==> config.mk <==
export PLATFORM = sky130hd
export DESIGN_NAME = lscf_mul
export DESIGN_NICKNAME = d
export VERILOG_FILES = /design/src/rtl/lscf_pkg.sv /design/src/rtl/lscf_mul.sv
export SDC_FILE = /design/constraint.sdc
export NUM_CORES = 2
export LEC_CHECK = 0
export ABC_AREA = 1
export ABC_CLOCK_PERIOD_IN_PS = 8140
export BUFFER_PORTS_ARGS = -buffer_cell sky130_fd_sc_hd__clkbuf_2
export CAP_MARGIN = 30
export CORE_ASPECT_RATIO = 0.8
export CORE_MARGIN = 2
export CORE_UTILIZATION = 45
export DETAILED_ROUTE_END_ITERATION = 10
export PLACE_DENSITY_LB_ADDON = 0.1
export REMOVE_ABC_BUFFERS = 1
export SYNTH_ARGS = -nofsm -noshare
export SYNTH_HDL_FRONTEND = slang
export SYNTH_SLANG_ARGS = --single-unit
==> constraint.sdc <==
create_clock -name clk -period 8.14 [get_ports clk]
set_input_delay 0.407 -clock clk [delete_from_list [all_inputs] [get_ports clk]]
set_output_delay 0.407 -clock clk [all_outputs]
set_load 0.1 [all_outputs]
==> src/rtl/lscf_pkg.sv <==
// Shared types, constants and sequencer tables for the circle fit block.
package lscf_pkg;

  localparam int WIDE_W       = 128;  // solve-phase word, wraps mod 2^128
  localparam int LIMB_W       = 32;   // partial product limb
  localparam int MUL_W        = 33;   // signed multiplier operand
  localparam int PP_NUM       = 10;   // limb pairs with ia + ib < 4
  localparam int TERM_W       = 5;
  localparam int PP_W         = 4;
  localparam int DIV_STEPS    = 128;
  localparam int SQRT_STEPS   = 32;
  localparam int CLAMP_W      = 21;
  localparam int CTR_W        = CLAMP_W + 1;
  localparam int CFG_W        = 16;

  localparam logic [TERM_W-1:0] PHASE_A_LAST  = TERM_W'(15);
  localparam logic [TERM_W-1:0] PHASE_B_FIRST = TERM_W'(16);
  localparam logic [TERM_W-1:0] TERM_LAST     = TERM_W'(24);
  localparam logic [PP_W-1:0]   PP_LAST       = PP_W'(PP_NUM - 1);
  localparam logic [2:0]        POINT_LAST    = 3'd7;

  localparam logic [CLAMP_W-1:0] CENTER_CLAMP     = CLAMP_W'(1048576);
  localparam logic [CFG_W-1:0]   MIN_RADIUS_RESET = CFG_W'(102);
  localparam logic [CFG_W-1:0]   MAX_RADIUS_RESET = CFG_W'(2048);

  typedef enum logic {CFG_MIN_RADIUS, CFG_MAX_RADIUS} cfg_reg_t;

  typedef enum logic [1:0] {
    FIT_OK, FIT_DEGENERATE, FIT_NEG_RADICAND, FIT_OUT_OF_BAND
  } fit_status_t;

  typedef enum logic [3:0] {
    ST_IDLE, ST_POINT, ST_SETUP, ST_MAC, ST_DRAIN, ST_WB,
    ST_CHECK, ST_DIV_GO, ST_DIV_WAIT, ST_EMIT
  } state_t;

  typedef enum logic [1:0] {DIV_CX, DIV_CY, DIV_MEAN, DIV_ROOT} div_sel_t;

  typedef enum logic [4:0] {
    OPD_ONE, OPD_N, OPD_SX, OPD_SY, OPD_SXX, OPD_SYY, OPD_SXY,
    OPD_E1, OPD_H1, OPD_S2, OPD_C, OPD_D, OPD_G, OPD_E, OPD_H,
    OPD_DEN, OPD_NUMX, OPD_NUMY, OPD_CX, OPD_CY, OPD_Q1, OPD_Q2, OPD_T
  } opd_t;

  typedef struct packed {
    opd_t a;
    opd_t b;
    logic neg;
    logic last;
    opd_t dst;
  } term_t;

  typedef struct packed {
    logic [1:0] ia;
    logic [1:0] ib;
  } pp_t;

  typedef struct packed {
    logic start;
    logic root_mode;
  } ds_req_t;

  function automatic term_t mk_term(input opd_t a, input opd_t b, input logic neg,
                                    input logic last, input opd_t dst);
    term_t t;
    t.a = a; t.b = b; t.neg = neg; t.last = last; t.dst = dst;
    return t;
  endfunction

  // Microprogram: each result is a signed sum of wide products.
  function automatic term_t prog_term(input logic [TERM_W-1:0] idx);
    term_t t;
    case (idx)
      5'd0:    t = mk_term(OPD_N,    OPD_SXX, 1'b0, 1'b0, OPD_C);
      5'd1:    t = mk_term(OPD_SX,   OPD_SX,  1'b1, 1'b1, OPD_C);
      5'd2:    t = mk_term(OPD_N,    OPD_SXY, 1'b0, 1'b0, OPD_D);
      5'd3:    t = mk_term(OPD_SX,   OPD_SY,  1'b1, 1'b1, OPD_D);
      5'd4:    t = mk_term(OPD_N,    OPD_SYY, 1'b0, 1'b0, OPD_G);
      5'd5:    t = mk_term(OPD_SY,   OPD_SY,  1'b1, 1'b1, OPD_G);
      5'd6:    t = mk_term(OPD_N,    OPD_E1,  1'b0, 1'b0, OPD_E);
      5'd7:    t = mk_term(OPD_S2,   OPD_SX,  1'b1, 1'b1, OPD_E);
      5'd8:    t = mk_term(OPD_N,    OPD_H1,  1'b0, 1'b0, OPD_H);
      5'd9:    t = mk_term(OPD_S2,   OPD_SY,  1'b1, 1'b1, OPD_H);
      5'd10:   t = mk_term(OPD_C,    OPD_G,   1'b0, 1'b0, OPD_DEN);
      5'd11:   t = mk_term(OPD_D,    OPD_D,   1'b1, 1'b1, OPD_DEN);
      5'd12:   t = mk_term(OPD_E,    OPD_G,   1'b0, 1'b0, OPD_NUMX);
      5'd13:   t = mk_term(OPD_H,    OPD_D,   1'b1, 1'b1, OPD_NUMX);
      5'd14:   t = mk_term(OPD_H,    OPD_C,   1'b0, 1'b0, OPD_NUMY);
      5'd15:   t = mk_term(OPD_E,    OPD_D,   1'b1, 1'b1, OPD_NUMY);
      5'd16:   t = mk_term(OPD_CX,   OPD_CX,  1'b0, 1'b1, OPD_Q1);
      5'd17:   t = mk_term(OPD_CY,   OPD_CY,  1'b0, 1'b1, OPD_Q2);
      5'd18:   t = mk_term(OPD_S2,   OPD_ONE, 1'b0, 1'b0, OPD_T);
      5'd19:   t = mk_term(OPD_CX,   OPD_SX,  1'b1, 1'b0, OPD_T);
      5'd20:   t = mk_term(OPD_CX,   OPD_SX,  1'b1, 1'b0, OPD_T);
      5'd21:   t = mk_term(OPD_N,    OPD_Q1,  1'b0, 1'b0, OPD_T);
      5'd22:   t = mk_term(OPD_CY,   OPD_SY,  1'b1, 1'b0, OPD_T);
      5'd23:   t = mk_term(OPD_CY,   OPD_SY,  1'b1, 1'b0, OPD_T);
      5'd24:   t = mk_term(OPD_N,    OPD_Q2,  1'b0, 1'b1, OPD_T);
      default: t = mk_term(OPD_ONE,  OPD_ONE, 1'b0, 1'b1, OPD_T);
    endcase
    return t;
  endfunction

  // Limb pairs of a product kept mod 2^128.
  function automatic pp_t pp_pair(input logic [PP_W-1:0] k);
    pp_t p;
    case (k)
      4'd0:    p = '{ia: 2'd0, ib: 2'd0};
      4'd1:    p = '{ia: 2'd0, ib: 2'd1};
      4'd2:    p = '{ia: 2'd1, ib: 2'd0};
      4'd3:    p = '{ia: 2'd0, ib: 2'd2};
      4'd4:    p = '{ia: 2'd1, ib: 2'd1};
      4'd5:    p = '{ia: 2'd2, ib: 2'd0};
      4'd6:    p = '{ia: 2'd0, ib: 2'd3};
      4'd7:    p = '{ia: 2'd1, ib: 2'd2};
      4'd8:    p = '{ia: 2'd2, ib: 2'd1};
      4'd9:    p = '{ia: 2'd3, ib: 2'd0};
      default: p = '{ia: 2'd0, ib: 2'd0};
    endcase
    return p;
  endfunction

endpackage

==> src/rtl/lscf_mul.sv <==
// Shared signed multiplier with registered product.
module lscf_mul import lscf_pkg::*; (
  input  logic                        clk,
  input  logic signed [MUL_W-1:0]     a,
  input  logic signed [MUL_W-1:0]     b,
  output logic signed [2*MUL_W-1:0]   prod
);

  always_ff @(posedge clk) begin
    prod <= a * b;
  end

endmodule

### Word level (Yosys, flattened, before mapping)

Cells that the tools add are included.

| operators by class | value |
|---|---|
| $mul | 1 |

Operator list:

| kind | count |
|---|---|
| $mul A33 B33 Y66 | 1 |

| word-level totals | value |
|---|---|
| logic and storage cells | 2 |
| bits in registers | 66 |
| bits of input ports | 67 |
| output and inout bits | 66 |

### Logic depth before layout (Yosys ltp)

| logic depth | value |
|---|---|
| depth in word-level cells | 1 |
| gate-level depth with buffers | 34 |
| gate-level depth less buffers | 32 |

### Worst setup path before layout

OpenSTA, ideal clock, no wires.

| timing | value |
|---|---|
| path type | in2reg |
| start | in a[32] |
| end | reg prod[60] |
| path slack | 0.977 ns |
| buffers on the path | 2 |
| stages on the path | 23 |
| data arrival time | 7.050 ns |
| setup time | 0.113 ns |
| data required time | 8.027 ns |
| path through | clkbuf_1 > clkbuf_1 > nand2_1 > inv_1 > fa_1 > fa_1 > fa_1 > fa_1 > inv_1 > fa_1 > fa_1 > fa_1 > fa_1 > inv_1 > ha_1 > nand2_1 > nor2_1 > inv_1 > nor3_1 > nand2_1 > and2_0 > nand4_1 > nand2_1 |

| on the way | value |
|---|---|
| word-level cells in the longest chain between the ends | 1 |

Ends and longest elaborated chain:

| item | RTL line | RTL |
|---|---|---|
| start, declared | lscf_mul.sv:4 | `input logic signed [MUL_W-1:0] a,` |
| $mul A33 B33 Y66 | lscf_mul.sv:10 | `prod <= a * b;` |
| end signal, assigned | lscf_mul.sv:10 |  |
| end, declared | lscf_mul.sv:6 | `output logic signed [2*MUL_W-1:0] prod` |

Every way passes these cells.

### Worst setup path in the final report

| timing | value |
|---|---|
| start | in b[19] |
| end | reg prod[58] |

| on the way | value |
|---|---|
| word-level cells in the longest chain between the ends | 1 |

Ends and longest elaborated chain:

| item | RTL line | RTL |
|---|---|---|
| start, declared | lscf_mul.sv:5 | `input logic signed [MUL_W-1:0] b,` |
| $mul A33 B33 Y66 | lscf_mul.sv:10 |  |

Every way passes these cells.

==> results.ini <==
[synthesis]
ys_seq_area_share_pct=3.06
async_flop_share_pct=0
synth_area_um2=43200
yosysUniqueCellTypes=35
ys_ff_latch=66
syn-instance-count=5543
yosys_warnings=0
synth_flop_cell=dfxtp_1
syn_area_per_cell_um2=7.79
synth_edf_count=0

[critical_path]
cp_cell_sequence=clkbuf_2 > nand2_1 > fa_1 > inv_1 > fa_1 > fa_1 > fa_1 > fa_1 > fa_1 > inv_1 > fa_1 > fa_1 > inv_1 > ha_1 > nand2_1 > nor2_1 > nand2_1 > inv_1 > nand2_1 > nor3_1 > nand2_1 > nand4_1 > nand2_1
critPathArrivalTime_ns=7.65
cp_max_fo=20
cpMostUsedCell=fa_1
critPathLaunch=b[19]
worstPathRequired_ns=8.40
cp_slowest_stage_delay_ns=0.83
crit_slowest_cell=fa_1
worstSetupPathType=primary input to register
critPathCaptureType=register
worstSetupStartpointType=primary input

[route]
detail_route.wirelength_um=127000
firstDrtPassIters=5
wl_met2_um=56500
vias_per_cell=4.70
highest_layer=met4
routed-wl-met3_um=7660
ant_nets=0
vias=32300
drtIter0Drc=2055
wl_met1_um=60500
wl_per_cell_um=18.5
drc=0

[clocking]
cts_tree=done
cts.path.max_buffers=2
cts_hold_buffers=0
clock-sinks=66
post_cts_buffers=0
htreeDepth=3
cts_resized=0
clkSlewWorstSetupHoldPaths_ns=0.07
numCtsBuffers=9
ctsRootBufferMaster=clkbuf_16

[min_path]
hp-class=primary input to register
min_from=b[0]

[sta]
relSlewSlack_pct=37.6
tightestPinTransition_ns=0.937
finalCriticalPeriod_ns=7.40
setup_viol=0
fin_ws_ns=0.744
grt_setup_unrepaired=false
fmax_ghz=0.135
hold_viol=0
final.period_utilization_pct=90.9
finalMaxSlewViolations=0
fin_setup_tns_ns=0

[floorplanning]
initial_utilization_pct=45.4
design.core.area_um2=95000
num_rows=101
die_h_um=281
io_pins=133
dieArea_um2=98500
dieWidth_um=350

[global_routing]
grt_max_degree=34
antenna_found_initial=7
grt_util_all_layers_pct=27.4
grt_pass1_vias=34800
overflow=0
grt_pass1_wl_um=204000

[final_layout]
largest_reg_flops=66
reg_top3=prod x66
largest_register=prod
area_delta_synth_final_pct=6.56
nFillCells=9638
drive_above_1_share_pct=6.59
final_area_um2=46000
finalNetCount=7011
fin_util_pct=48.4

[placed_design]
io_buffers=132
dp_slack_ns=0.362
placed_cell_area_um2=45700
globalplace.congestion=0.964
dpl.hpwl_um=114000

[run]
drv_cap=0

[outcome]
status=completed

synth_stat cells, types with 2 or more instances:
| master | count | area (um^2) |
|---|---|---|
| inv_1 | 1894 | 7110 |
| nand2_1 | 1517 | 5690 |
| fa_1 | 1145 | 22900 |
| clkbuf_1 | 262 | 983 |
| ha_1 | 217 | 2720 |
| nor2_1 | 131 | 492 |
| nand3_1 | 70 | 350 |
| dfxtp_1 | 66 | 1320 |
| a21oi_1 | 61 | 305 |
| xor2_1 | 37 | 324 |
| nor2_2 | 20 | 125 |
| nand4_1 | 19 | 119 |
| o21ai_0 | 19 | 95.1 |
| nand2_2 | 17 | 106 |
| o21bai_1 | 14 | 105 |
| nand3_2 | 8 | 80.1 |
| nor3_1 | 7 | 35.0 |
| or2_2 | 5 | 31.3 |
| a21oi_2 | 4 | 35.0 |
| nor4_1 | 4 | 25.0 |
| xnor2_1 | 4 | 35.0 |
| nand3b_1 | 3 | 22.5 |
| nor2_4 | 3 | 33.8 |
| o21ai_1 | 3 | 15.0 |
| a21o_1 | 2 | 15.0 |
| and2_1 | 2 | 12.5 |
logic make-up after synthesis:
group	count (synthesis)	share of synthesized area, %
AOI/OAI and AO/OA	106	1.38
xor gates and xnor gates	41	0.832
adders and majority gates	1362	59.4
buffers and inverters	2158	18.8
DFF	66	3.06
and+or+nand+nor	1810	16.6
layout by cell type, fill, tap and decap left out, drive strengths merged, types with 23 or more instances in the layout:
cell type and n:
a21oi 65, buf 159, clkbuf 141, dfxtp 66, fa 1145, ha 217, inv 1897, nand2 1534
nand3 78, nor2 154, o21ai 23, xor2 37
cell type report:
cell class | instances | area [um^2] | share of cell area (%)
Inverter | 1895 | 7110 | 15.5
Tap cell | 1287 | 1610 | 3.50
Antenna cell | 2 | 5.00 | 0.0109
Clock buffer | 9 | 225 | 0.490
Sequential cell | 66 | 1320 | 2.87
Multi-Input combinational cell | 3319 | 33800 | 73.4
Clock inverter | 7 | 100 | 0.218
Timing Repair Buffer | 291 | 1880 | 4.08
routing by layer:
layer	vias to the layer above	GRT usage (%)
li1	15100	-
met1	16200	40.9
met2	890	43.1
met3	115	3.34
met4	0	4.96
met5	-	0
path summary, 6_finish.rpt:
kind / endpoint / slack (ns) / cells after the start
setup / recovery: prod[58]$_DFF_P_ / 0.74 / 23
hold / removal: prod[0]$_DFF_P_ / 0.67 / 4
stage by stage:
step | instances | hold WS [ns]
2_1_floorplan | 5280 | 0.500
3_3_place_gp | 6858 | 1.01
3_5_place_dp | 6858 | 1.01
4_1_cts | 6874 | 0.615
5_1_grt | 6875 | 0.678
6_report | 6876 | 0.668
critical path, delay by kind of cell:
kind | cells | cell delay [ns]
adder cells (fa/ha/maj) | 9 | 4.93
buffers and inverters | 5 | 0.87
AND/OR/NAND/NOR | 9 | 1.39
Power is not shown: default switching activity piles up to over one toggle a cycle in this logic, so the estimate is an artifact.
