File: src/rtl/lscf_pkg.sv
// Shared types, constants and sequencer tables for the circle fit block.
package lscf_pkg;

  localparam int WIDE_W       = 128;  // solve-phase word, wraps mod 2^128
  localparam int LIMB_W       = 32;   // partial product limb
  localparam int MUL_W        = 33;   // signed multiplier operand
  localparam int PP_NUM       = 10;   // limb pairs with ia + ib < 4
  localparam int TERM_W       = 5;
  localparam int PP_W         = 4;
  localparam int DIV_STEPS    = 128;
  localparam int SQRT_STEPS   = 32;
  localparam int CLAMP_W      = 21;
  localparam int CTR_W        = CLAMP_W + 1;
  localparam int CFG_W        = 16;

  localparam logic [TERM_W-1:0] PHASE_A_LAST  = TERM_W'(15);
  localparam logic [TERM_W-1:0] PHASE_B_FIRST = TERM_W'(16);
  localparam logic [TERM_W-1:0] TERM_LAST     = TERM_W'(24);
  localparam logic [PP_W-1:0]   PP_LAST       = PP_W'(PP_NUM - 1);
  localparam logic [2:0]        POINT_LAST    = 3'd7;

  localparam logic [CLAMP_W-1:0] CENTER_CLAMP     = CLAMP_W'(1048576);
  localparam logic [CFG_W-1:0]   MIN_RADIUS_RESET = CFG_W'(102);
  localparam logic [CFG_W-1:0]   MAX_RADIUS_RESET = CFG_W'(2048);

  typedef enum logic {CFG_MIN_RADIUS, CFG_MAX_RADIUS} cfg_reg_t;

  typedef enum logic [1:0] {
    FIT_OK, FIT_DEGENERATE, FIT_NEG_RADICAND, FIT_OUT_OF_BAND
  } fit_status_t;

  typedef enum logic [3:0] {
    ST_IDLE, ST_POINT, ST_SETUP, ST_MAC, ST_DRAIN, ST_WB,
    ST_CHECK, ST_DIV_GO, ST_DIV_WAIT, ST_EMIT
  } state_t;

  typedef enum logic [1:0] {DIV_CX, DIV_CY, DIV_MEAN, DIV_ROOT} div_sel_t;

  typedef enum logic [4:0] {
    OPD_ONE, OPD_N, OPD_SX, OPD_SY, OPD_SXX, OPD_SYY, OPD_SXY,
    OPD_E1, OPD_H1, OPD_S2, OPD_C, OPD_D, OPD_G, OPD_E, OPD_H,
    OPD_DEN, OPD_NUMX, OPD_NUMY, OPD_CX, OPD_CY, OPD_Q1, OPD_Q2, OPD_T
  } opd_t;

  typedef struct packed {
    opd_t a;
    opd_t b;
    logic neg;
    logic last;
    opd_t dst;
  } term_t;

  typedef struct packed {
    logic [1:0] ia;
    logic [1:0] ib;
  } pp_t;

  typedef struct packed {
    logic start;
    logic root_mode;
  } ds_req_t;

  function automatic term_t mk_term(input opd_t a, input opd_t b, input logic neg,
                                    input logic last, input opd_t dst);
    term_t t;
    t.a = a; t.b = b; t.neg = neg; t.last = last; t.dst = dst;
    return t;
  endfunction

  // Microprogram: each result is a signed sum of wide products.
  function automatic term_t prog_term(input logic [TERM_W-1:0] idx);
    term_t t;
    case (idx)
      5'd0:    t = mk_term(OPD_N,    OPD_SXX, 1'b0, 1'b0, OPD_C);
      5'd1:    t = mk_term(OPD_SX,   OPD_SX,  1'b1, 1'b1, OPD_C);
      5'd2:    t = mk_term(OPD_N,    OPD_SXY, 1'b0, 1'b0, OPD_D);
      5'd3:    t = mk_term(OPD_SX,   OPD_SY,  1'b1, 1'b1, OPD_D);
      5'd4:    t = mk_term(OPD_N,    OPD_SYY, 1'b0, 1'b0, OPD_G);
      5'd5:    t = mk_term(OPD_SY,   OPD_SY,  1'b1, 1'b1, OPD_G);
      5'd6:    t = mk_term(OPD_N,    OPD_E1,  1'b0, 1'b0, OPD_E);
      5'd7:    t = mk_term(OPD_S2,   OPD_SX,  1'b1, 1'b1, OPD_E);
      5'd8:    t = mk_term(OPD_N,    OPD_H1,  1'b0, 1'b0, OPD_H);
      5'd9:    t = mk_term(OPD_S2,   OPD_SY,  1'b1, 1'b1, OPD_H);
      5'd10:   t = mk_term(OPD_C,    OPD_G,   1'b0, 1'b0, OPD_DEN);
      5'd11:   t = mk_term(OPD_D,    OPD_D,   1'b1, 1'b1, OPD_DEN);
      5'd12:   t = mk_term(OPD_E,    OPD_G,   1'b0, 1'b0, OPD_NUMX);
      5'd13:   t = mk_term(OPD_H,    OPD_D,   1'b1, 1'b1, OPD_NUMX);
      5'd14:   t = mk_term(OPD_H,    OPD_C,   1'b0, 1'b0, OPD_NUMY);
      5'd15:   t = mk_term(OPD_E,    OPD_D,   1'b1, 1'b1, OPD_NUMY);
      5'd16:   t = mk_term(OPD_CX,   OPD_CX,  1'b0, 1'b1, OPD_Q1);
      5'd17:   t = mk_term(OPD_CY,   OPD_CY,  1'b0, 1'b1, OPD_Q2);
      5'd18:   t = mk_term(OPD_S2,   OPD_ONE, 1'b0, 1'b0, OPD_T);
      5'd19:   t = mk_term(OPD_CX,   OPD_SX,  1'b1, 1'b0, OPD_T);
      5'd20:   t = mk_term(OPD_CX,   OPD_SX,  1'b1, 1'b0, OPD_T);
      5'd21:   t = mk_term(OPD_N,    OPD_Q1,  1'b0, 1'b0, OPD_T);
      5'd22:   t = mk_term(OPD_CY,   OPD_SY,  1'b1, 1'b0, OPD_T);
      5'd23:   t = mk_term(OPD_CY,   OPD_SY,  1'b1, 1'b0, OPD_T);
      5'd24:   t = mk_term(OPD_N,    OPD_Q2,  1'b0, 1'b1, OPD_T);
      default: t = mk_term(OPD_ONE,  OPD_ONE, 1'b0, 1'b1, OPD_T);
    endcase
    return t;
  endfunction

  // Limb pairs of a product kept mod 2^128.
  function automatic pp_t pp_pair(input logic [PP_W-1:0] k);
    pp_t p;
    case (k)
      4'd0:    p = '{ia: 2'd0, ib: 2'd0};
      4'd1:    p = '{ia: 2'd0, ib: 2'd1};
      4'd2:    p = '{ia: 2'd1, ib: 2'd0};
      4'd3:    p = '{ia: 2'd0, ib: 2'd2};
      4'd4:    p = '{ia: 2'd1, ib: 2'd1};
      4'd5:    p = '{ia: 2'd2, ib: 2'd0};
      4'd6:    p = '{ia: 2'd0, ib: 2'd3};
      4'd7:    p = '{ia: 2'd1, ib: 2'd2};
      4'd8:    p = '{ia: 2'd2, ib: 2'd1};
      4'd9:    p = '{ia: 2'd3, ib: 2'd0};
      default: p = '{ia: 2'd0, ib: 2'd0};
    endcase
    return p;
  endfunction

endpackage

File: src/rtl/lscf_divsqrt.sv
// Shift/compare/subtract unit: restoring divide or square root, one bit per cycle.
module lscf_divsqrt import lscf_pkg::*; (
  input  logic              clk,
  input  logic              rst,
  input  ds_req_t           req,
  input  logic [WIDE_W-1:0] num,
  input  logic [WIDE_W-1:0] dvs,
  output logic              done,
  output logic [WIDE_W-1:0] quo
);

  localparam int CNT_W = $clog2(DIV_STEPS);

  logic              busy;
  logic              mode;
  logic [CNT_W-1:0]  cnt;
  logic [WIDE_W-1:0] nsh;
  logic [WIDE_W-1:0] rem;
  logic [WIDE_W-1:0] dreg;
  logic [WIDE_W-1:0] r_shift;
  logic [WIDE_W-1:0] trial;
  logic [WIDE_W-1:0] diff;
  logic              ge;
  logic              last_step;

  always_comb begin
    r_shift   = mode ? {rem[WIDE_W-3:0], nsh[WIDE_W-1 -: 2]} : {rem[WIDE_W-2:0], nsh[WIDE_W-1]};
    trial     = mode ? {quo[WIDE_W-3:0], 2'b01} : dreg;
    ge        = r_shift >= trial;
    diff      = r_shift - trial;
    last_step = mode ? (cnt == CNT_W'(SQRT_STEPS - 1)) : (cnt == CNT_W'(DIV_STEPS - 1));
  end

  always_ff @(posedge clk) begin
    if (rst) begin
      busy <= 1'b0;
      done <= 1'b0;
    end else begin
      done <= 1'b0;
      if (req.start) begin
        busy <= 1'b1;
      end else if (busy && last_step) begin
        busy <= 1'b0;
        done <= 1'b1;
      end
    end
  end

  always_ff @(posedge clk) begin
    if (req.start) begin
      mode <= req.root_mode;
      cnt  <= '0;
      nsh  <= num;
      rem  <= '0;
      quo  <= '0;
      dreg <= dvs;
    end else if (busy) begin
      rem <= ge ? diff : r_shift;
      quo <= {quo[WIDE_W-2:0], ge};
      nsh <= mode ? {nsh[WIDE_W-3:0], 2'b00} : {nsh[WIDE_W-2:0], 1'b0};
      cnt <= cnt + 1'b1;
    end
  end

endmodule

File: config.mk
export PLATFORM = sky130hd
export DESIGN_NAME = lscf_divsqrt
export DESIGN_NICKNAME = d
export VERILOG_FILES = /design/src/rtl/lscf_pkg.sv /design/src/rtl/lscf_divsqrt.sv
export SDC_FILE = /design/constraint.sdc
export NUM_CORES = 1
export LEC_CHECK = 0
export BUFFER_PORTS_ARGS = -buffer_cell sky130_fd_sc_hd__buf_2
export CORE_ASPECT_RATIO = 0.7
export CORE_MARGIN = 2
export CORE_UTILIZATION = 35
export DETAILED_ROUTE_END_ITERATION = 10
export GPL_TIMING_DRIVEN = 0
export MAX_ROUTING_LAYER = met4
export PLACE_DENSITY = 0.63
export SYNTH_ARGS = -nofsm -noshare
export SYNTH_HDL_FRONTEND = slang
export SYNTH_SLANG_ARGS = --single-unit
File: constraint.sdc
create_clock -name clk -period 13.6 [get_ports clk]
set_input_delay 1.36 -clock clk [delete_from_list [all_inputs] [get_ports clk]]
set_output_delay 1.36 -clock clk [all_outputs]
set_load 0.03 [all_outputs]
Yosys cells after proc, flatten, opt, wreduce, memory -nomap -nowiden
Index checks and enable logic that the tools add are counted.
- flip-flop bits (word level): 521
- bits of input ports: 260
- output and inout port bits: 129
- logic and storage cells: 27
- add/subtract/negate cells: 2
- order comparisons: 1
- equality and inequality tests: 2
- multiplexer cells: 10
- reduce and logical (&&, ||, !) cells: 4
- operators with widths (cell ; number):
    2-to-1 mux 128 bit ; 5
    greater-or-equal comparator 128 bit ; 1
    2-to-1 mux 127 bit ; 1
    subtractor 127 bit ; 1
    adder 7 x 1 -> 7 bit, second input constant ; 1
    equality test 7 x 5 -> 1 bit, second input constant ; 1
    equality test 7 bit, second input constant ; 1
    2-to-1 mux 1 bit ; 4
    nonzero test 2 bit ; 2
    OR reduction 2 bit ; 1
    logical AND 1 bit ; 1

Logic depth before layout (Yosys ltp)
- depth after elaboration: 5
- mapped depth: 22
- mapped depth without buffers: 15

Worst setup path after synthesis
OpenSTA, ideal clock, no wires.
- path kind: register -> register
- start: register mode
- end: register rem[1]
- setup time: 0.128 ns
- data arrival time: 4.904 ns
- data required time: 13.472 ns
- setup slack: 8.568 ns
- stages on the path, launching flop included: 22
- path buffers: 8
- period minus slack after synthesis: 5.032 ns
- path through: edfxtp_1 clkbuf_1 clkbuf_1 clkbuf_1 buf_1 buf_1 mux2i_1 ha_1 clkbuf_1 and4_1 clkbuf_1 nand2_1 nor3_1 nand2b_1 o21ai_0 o21bai_1 o41ai_4 o21ai_4 buf_4 mux2_1 mux2i_1 nor2_1
- word-level cells in the longest chain between the ends: 3
- elaborated cells between the ends (all ways): 5
- classes of those cells: 1 x add/sub; 1 x order compare; 3 x mux
- ends and longest elaborated chain (what ; RTL line ; text):
    from (decl) ; lscf_divsqrt.sv:15 ; logic mode;
    from (signal assigned) ; lscf_divsqrt.sv:51 ; mode <= req.root_mode;
    2-to-1 mux 128 bit (on tied branches) ; lscf_divsqrt.sv:27, lscf_divsqrt.sv:28 ;
    subtractor 127 bit or greater-or-equal comparator 128 bit (tied branches) ; lscf_divsqrt.sv:30, lscf_divsqrt.sv:29 ;
    2-to-1 mux 127 bit (*) ; lscf_divsqrt.sv:58 ; rem <= ge ? diff : r_shift;
    to (signal assigned) ; lscf_divsqrt.sv:58 ;
    to (decl) ; lscf_divsqrt.sv:18 ; logic [WIDE_W-1:0] rem;
Mark *: on every way between the ends. The rest lies on a longest branch, timed or not.
A chain may end at the register's enable or synchronous reset.

Worst setup path after layout
- start: register mode
- end: register rem[105]
The elaborated chain is that of the path after synthesis.

==> flow_metrics.tcl <==
set metrics [dict create \
    status "completed" \
    synth_top_area_share_pct 24.1 \
    synth_cells 3420 \
    rr_worst_depth 18 \
    critical_path.endpoint_type "flip-flop" \
    clock_latency_ns 0.67 \
    rsz0062_at_grt "false" \
    place_ws_ns 5.14 \
    synth_top_area_cell "edfxtp_1" \
    synthArstFlopShare_pct 0 \
    antenna_found_initial 13 \
    ys_top_cells_by_area "edfxtp_1, dfxtp_1, mux2i_1" \
    cts_buffers 56 \
    maxCapViolCount 0 \
    fill_cells 8929 \
    cts-resized-gates 0 \
    netlist_area_mm2 0.0320 \
    yosysSeqAreaShare_pct 40.6 \
    area_growth_syn_to_layout_pct 17.0 \
    cts_tree "done" \
    worstPathMaxFanout 10 \
    relSlewSlack_pct 1.42 \
    fmax_mhz 111 \
    grt_pass1_vias 26600 \
    yosys.area_share.simple_pct 13.2 \
    power_density_mw_per_mm2 129 \
    tns_ns 0 \
    crit_required_ns 14.17 \
    clk_pin_slew_worst_paths_ns 0.08 \
    skew_ns 0.0283 \
    min-delay-path-class "flip-flop to flip-flop" \
    synth.net_count 3810 \
    start_util_pct 35.4 \
    yosysWarnings 0 \
    worst_pin_slew_ns 1.48 \
    clockBufferDepth 3 \
    rrSetupSlack_ns 4.60 \
    gp_congestion 1.02 \
    critPathArrivalTime_ns 9.57 \
    synth_xor_area_share_pct 3.04 \
    holdBufCountCts 0 \
    hpwl_um 90000 \
    drc 0 \
    vias 28700 \
    drt_iter0_drc 3207 \
    viasPerCell 5.58 \
    synth.distinct_cells 86 \
    routedWlPerCell_um 22.5 \
    synth-edff-count 257 \
    layout_min_cycle_time_ns 9.00 \
    path_class "flip-flop to flip-flop" \
    cp-start-kind "flip-flop" \
    numPortBuffers 388 \
    die_h_um 257 \
    synth_top_family_by_area "compound AO/OA/AOI/OAI gates" \
    cts.htree.levels 2 \
    hold_ws_ns 0.496 \
    synth_most_common_cell "nand2_1" \
    fin_util_pct 41.5 \
    synth_mux_area_share_pct 16.7 \
    drt-total-wl_um 116000 \
    setup_ws_ns 4.60 \
    synth-seq-cells 521 \
    coreArea_mm2 0.0904 \
    gr-usage-all-layers_pct 24.5 \
    synth_area_per_cell_um2 9.36 \
    fin_cells 5150 \
    final_max_slew_viol_count 0 \
    synthTopCellsByCount "nand2_1, mux2i_1, nor2_1" \
    numClockSinks 521 \
    antenna_left 0 \
    layout.nets 4258 \
    place_inst 5032 \
    hold_viol 0 \
    grt_max_degree 77 \
    cts_setup_buffers 0 \
    rows 92 \
    cts_root_buf "clkbuf_16" \
    grt_pass1_wl_um 171000 \
    drive_above_1_share_pct 17.7 \
    yosys_most_used_dff "dfxtp_1" \
    gr-total-overflow 0 \
    synth_fa_ha_area_share_pct 5.10 \
    stdcell_area_mm2 0.0375 \
    dpl-instance-area_mm2 0.0356 \
    dieArea_mm2 0.0940 \
    p_total_mw 4.84 \
    cellLeakagePower_nw 15.8 \
    ioPinCount 389 \
    irDropWorstVdd_mv 0.0960 \
    setup_viol 0 \
    synth_compound_area_share_pct 17.7 \
    min_period_over_period_pct 66.2 \
    die_x_um 366 \
    dr.pass1.iters 6 \
    whs_path_depth 2 \
]
## worst paths after layout
| path | startpoint | to |
|---|---|---|
| hold / removal | quo[127] | quo[127] |
| hold reg to reg | quo[127] | quo[127] |
| setup reg to reg | mode | rem[105] |
| setup / recovery | mode | rem[105] |
## critical path: stages (launching register included)
cell and delay (ns):
edfxtp_1 0.47, clkbuf_1 0.46, clkbuf_1 0.81, clkbuf_1 0.86, clkbuf_2 0.69, clkbuf_1 0.63, mux2i_1 0.23, ha_1 0.32
clkbuf_1 0.33, nand4_1 0.31, nor4_1 1.06, nand3b_1 0.42, o311ai_0 0.42, o21bai_1 0.16, o41ai_4 0.14, o21ai_4 0.27
nor3_2 0.84, o211ai_1 0.18, o31ai_1 0.24
## report_power, final
part / internal [mW] / switching, mW
clock network: 0.883 / 0.703
logic: 0.493 / 0.937
registers: 1.77 / 0.0592
## registers in the layout (all words and copies together) (netlist names)
name	flops
busy	1
cnt	7
done	1
dreg	128
mode	1
nsh	128
quo	128
rem	127
## layout make-up
type                            count  area [µm²]  share of cell area [%]
Multi-Input combinational cell   2616       17800                    47.6
Buffer                            229         981                    2.62
Tap cell                         1222        1530                    4.08
Sequential cell                   521       13000                    34.7
Inverter                           54         208                   0.554
Antenna cell                       12        30.0                  0.0801
Timing Repair Buffer              390        2000                    5.35
Clock buffer                       76        1550                    4.13
Clock inverter                     30         334                   0.891
## placed cells by master, fill, tap and decap left out, types with 10 or more instances in the layout
cell       synthesis  final
o21a_1            16     16
a22oi_1           28     28
a21o_1            64     64
o21ai_0          257    257
ha_1             129    129
nor4_1            16     16
nor3_1            29     29
clkbuf_1         171    182
o21bai_1          43     43
buf_2             13    400
o21ai_1           15     15
nand3_1           31     31
nor2_1           344    344
buf_6              9     10
a21oi_1          243    243
inv_1             53     52
a211oi_2          12     12
and3_1            11     11
buf_1             27     27
nand4_1           71     71
and2_1            13     13
o31ai_1           15     15
xnor2_1           63     63
a31oi_1           18     18
diode_2            0     12
or3_1             15     15
clkinv_2           0     11
xor2_1            48     48
clkbuf_16          0     57
dfxtp_1          264    264
nand2_1          400    400
mux2i_1          386    386
a311oi_1          57     57
mux2_2           130    130
nand2b_1          11     11
edfxtp_1         257    257
a211oi_1          18     18
## kinds of logic after synthesis
kind of cell             Yosys count
AO/OA/AOI/OAI                    882
XOR/XNOR                         111
adder cells (fa/ha/maj)          130
buffers and inverters            283
flip-flops                       521
multiplexers                     517
AND/OR/NAND/NOR                  976
## metal layers
layer | up-vias | routed length, µm | global-route usage, %
met4 | 0 | 2000 | 4.44
met3 | 139 | 12500 | 5.85
met5 | - | 0 | -
met1 | 13700 | 56700 | 37.5
li1 | 13500 | - | -
met2 | 1391 | 44700 | 32.2
Power figures use the tool's default switching activity.
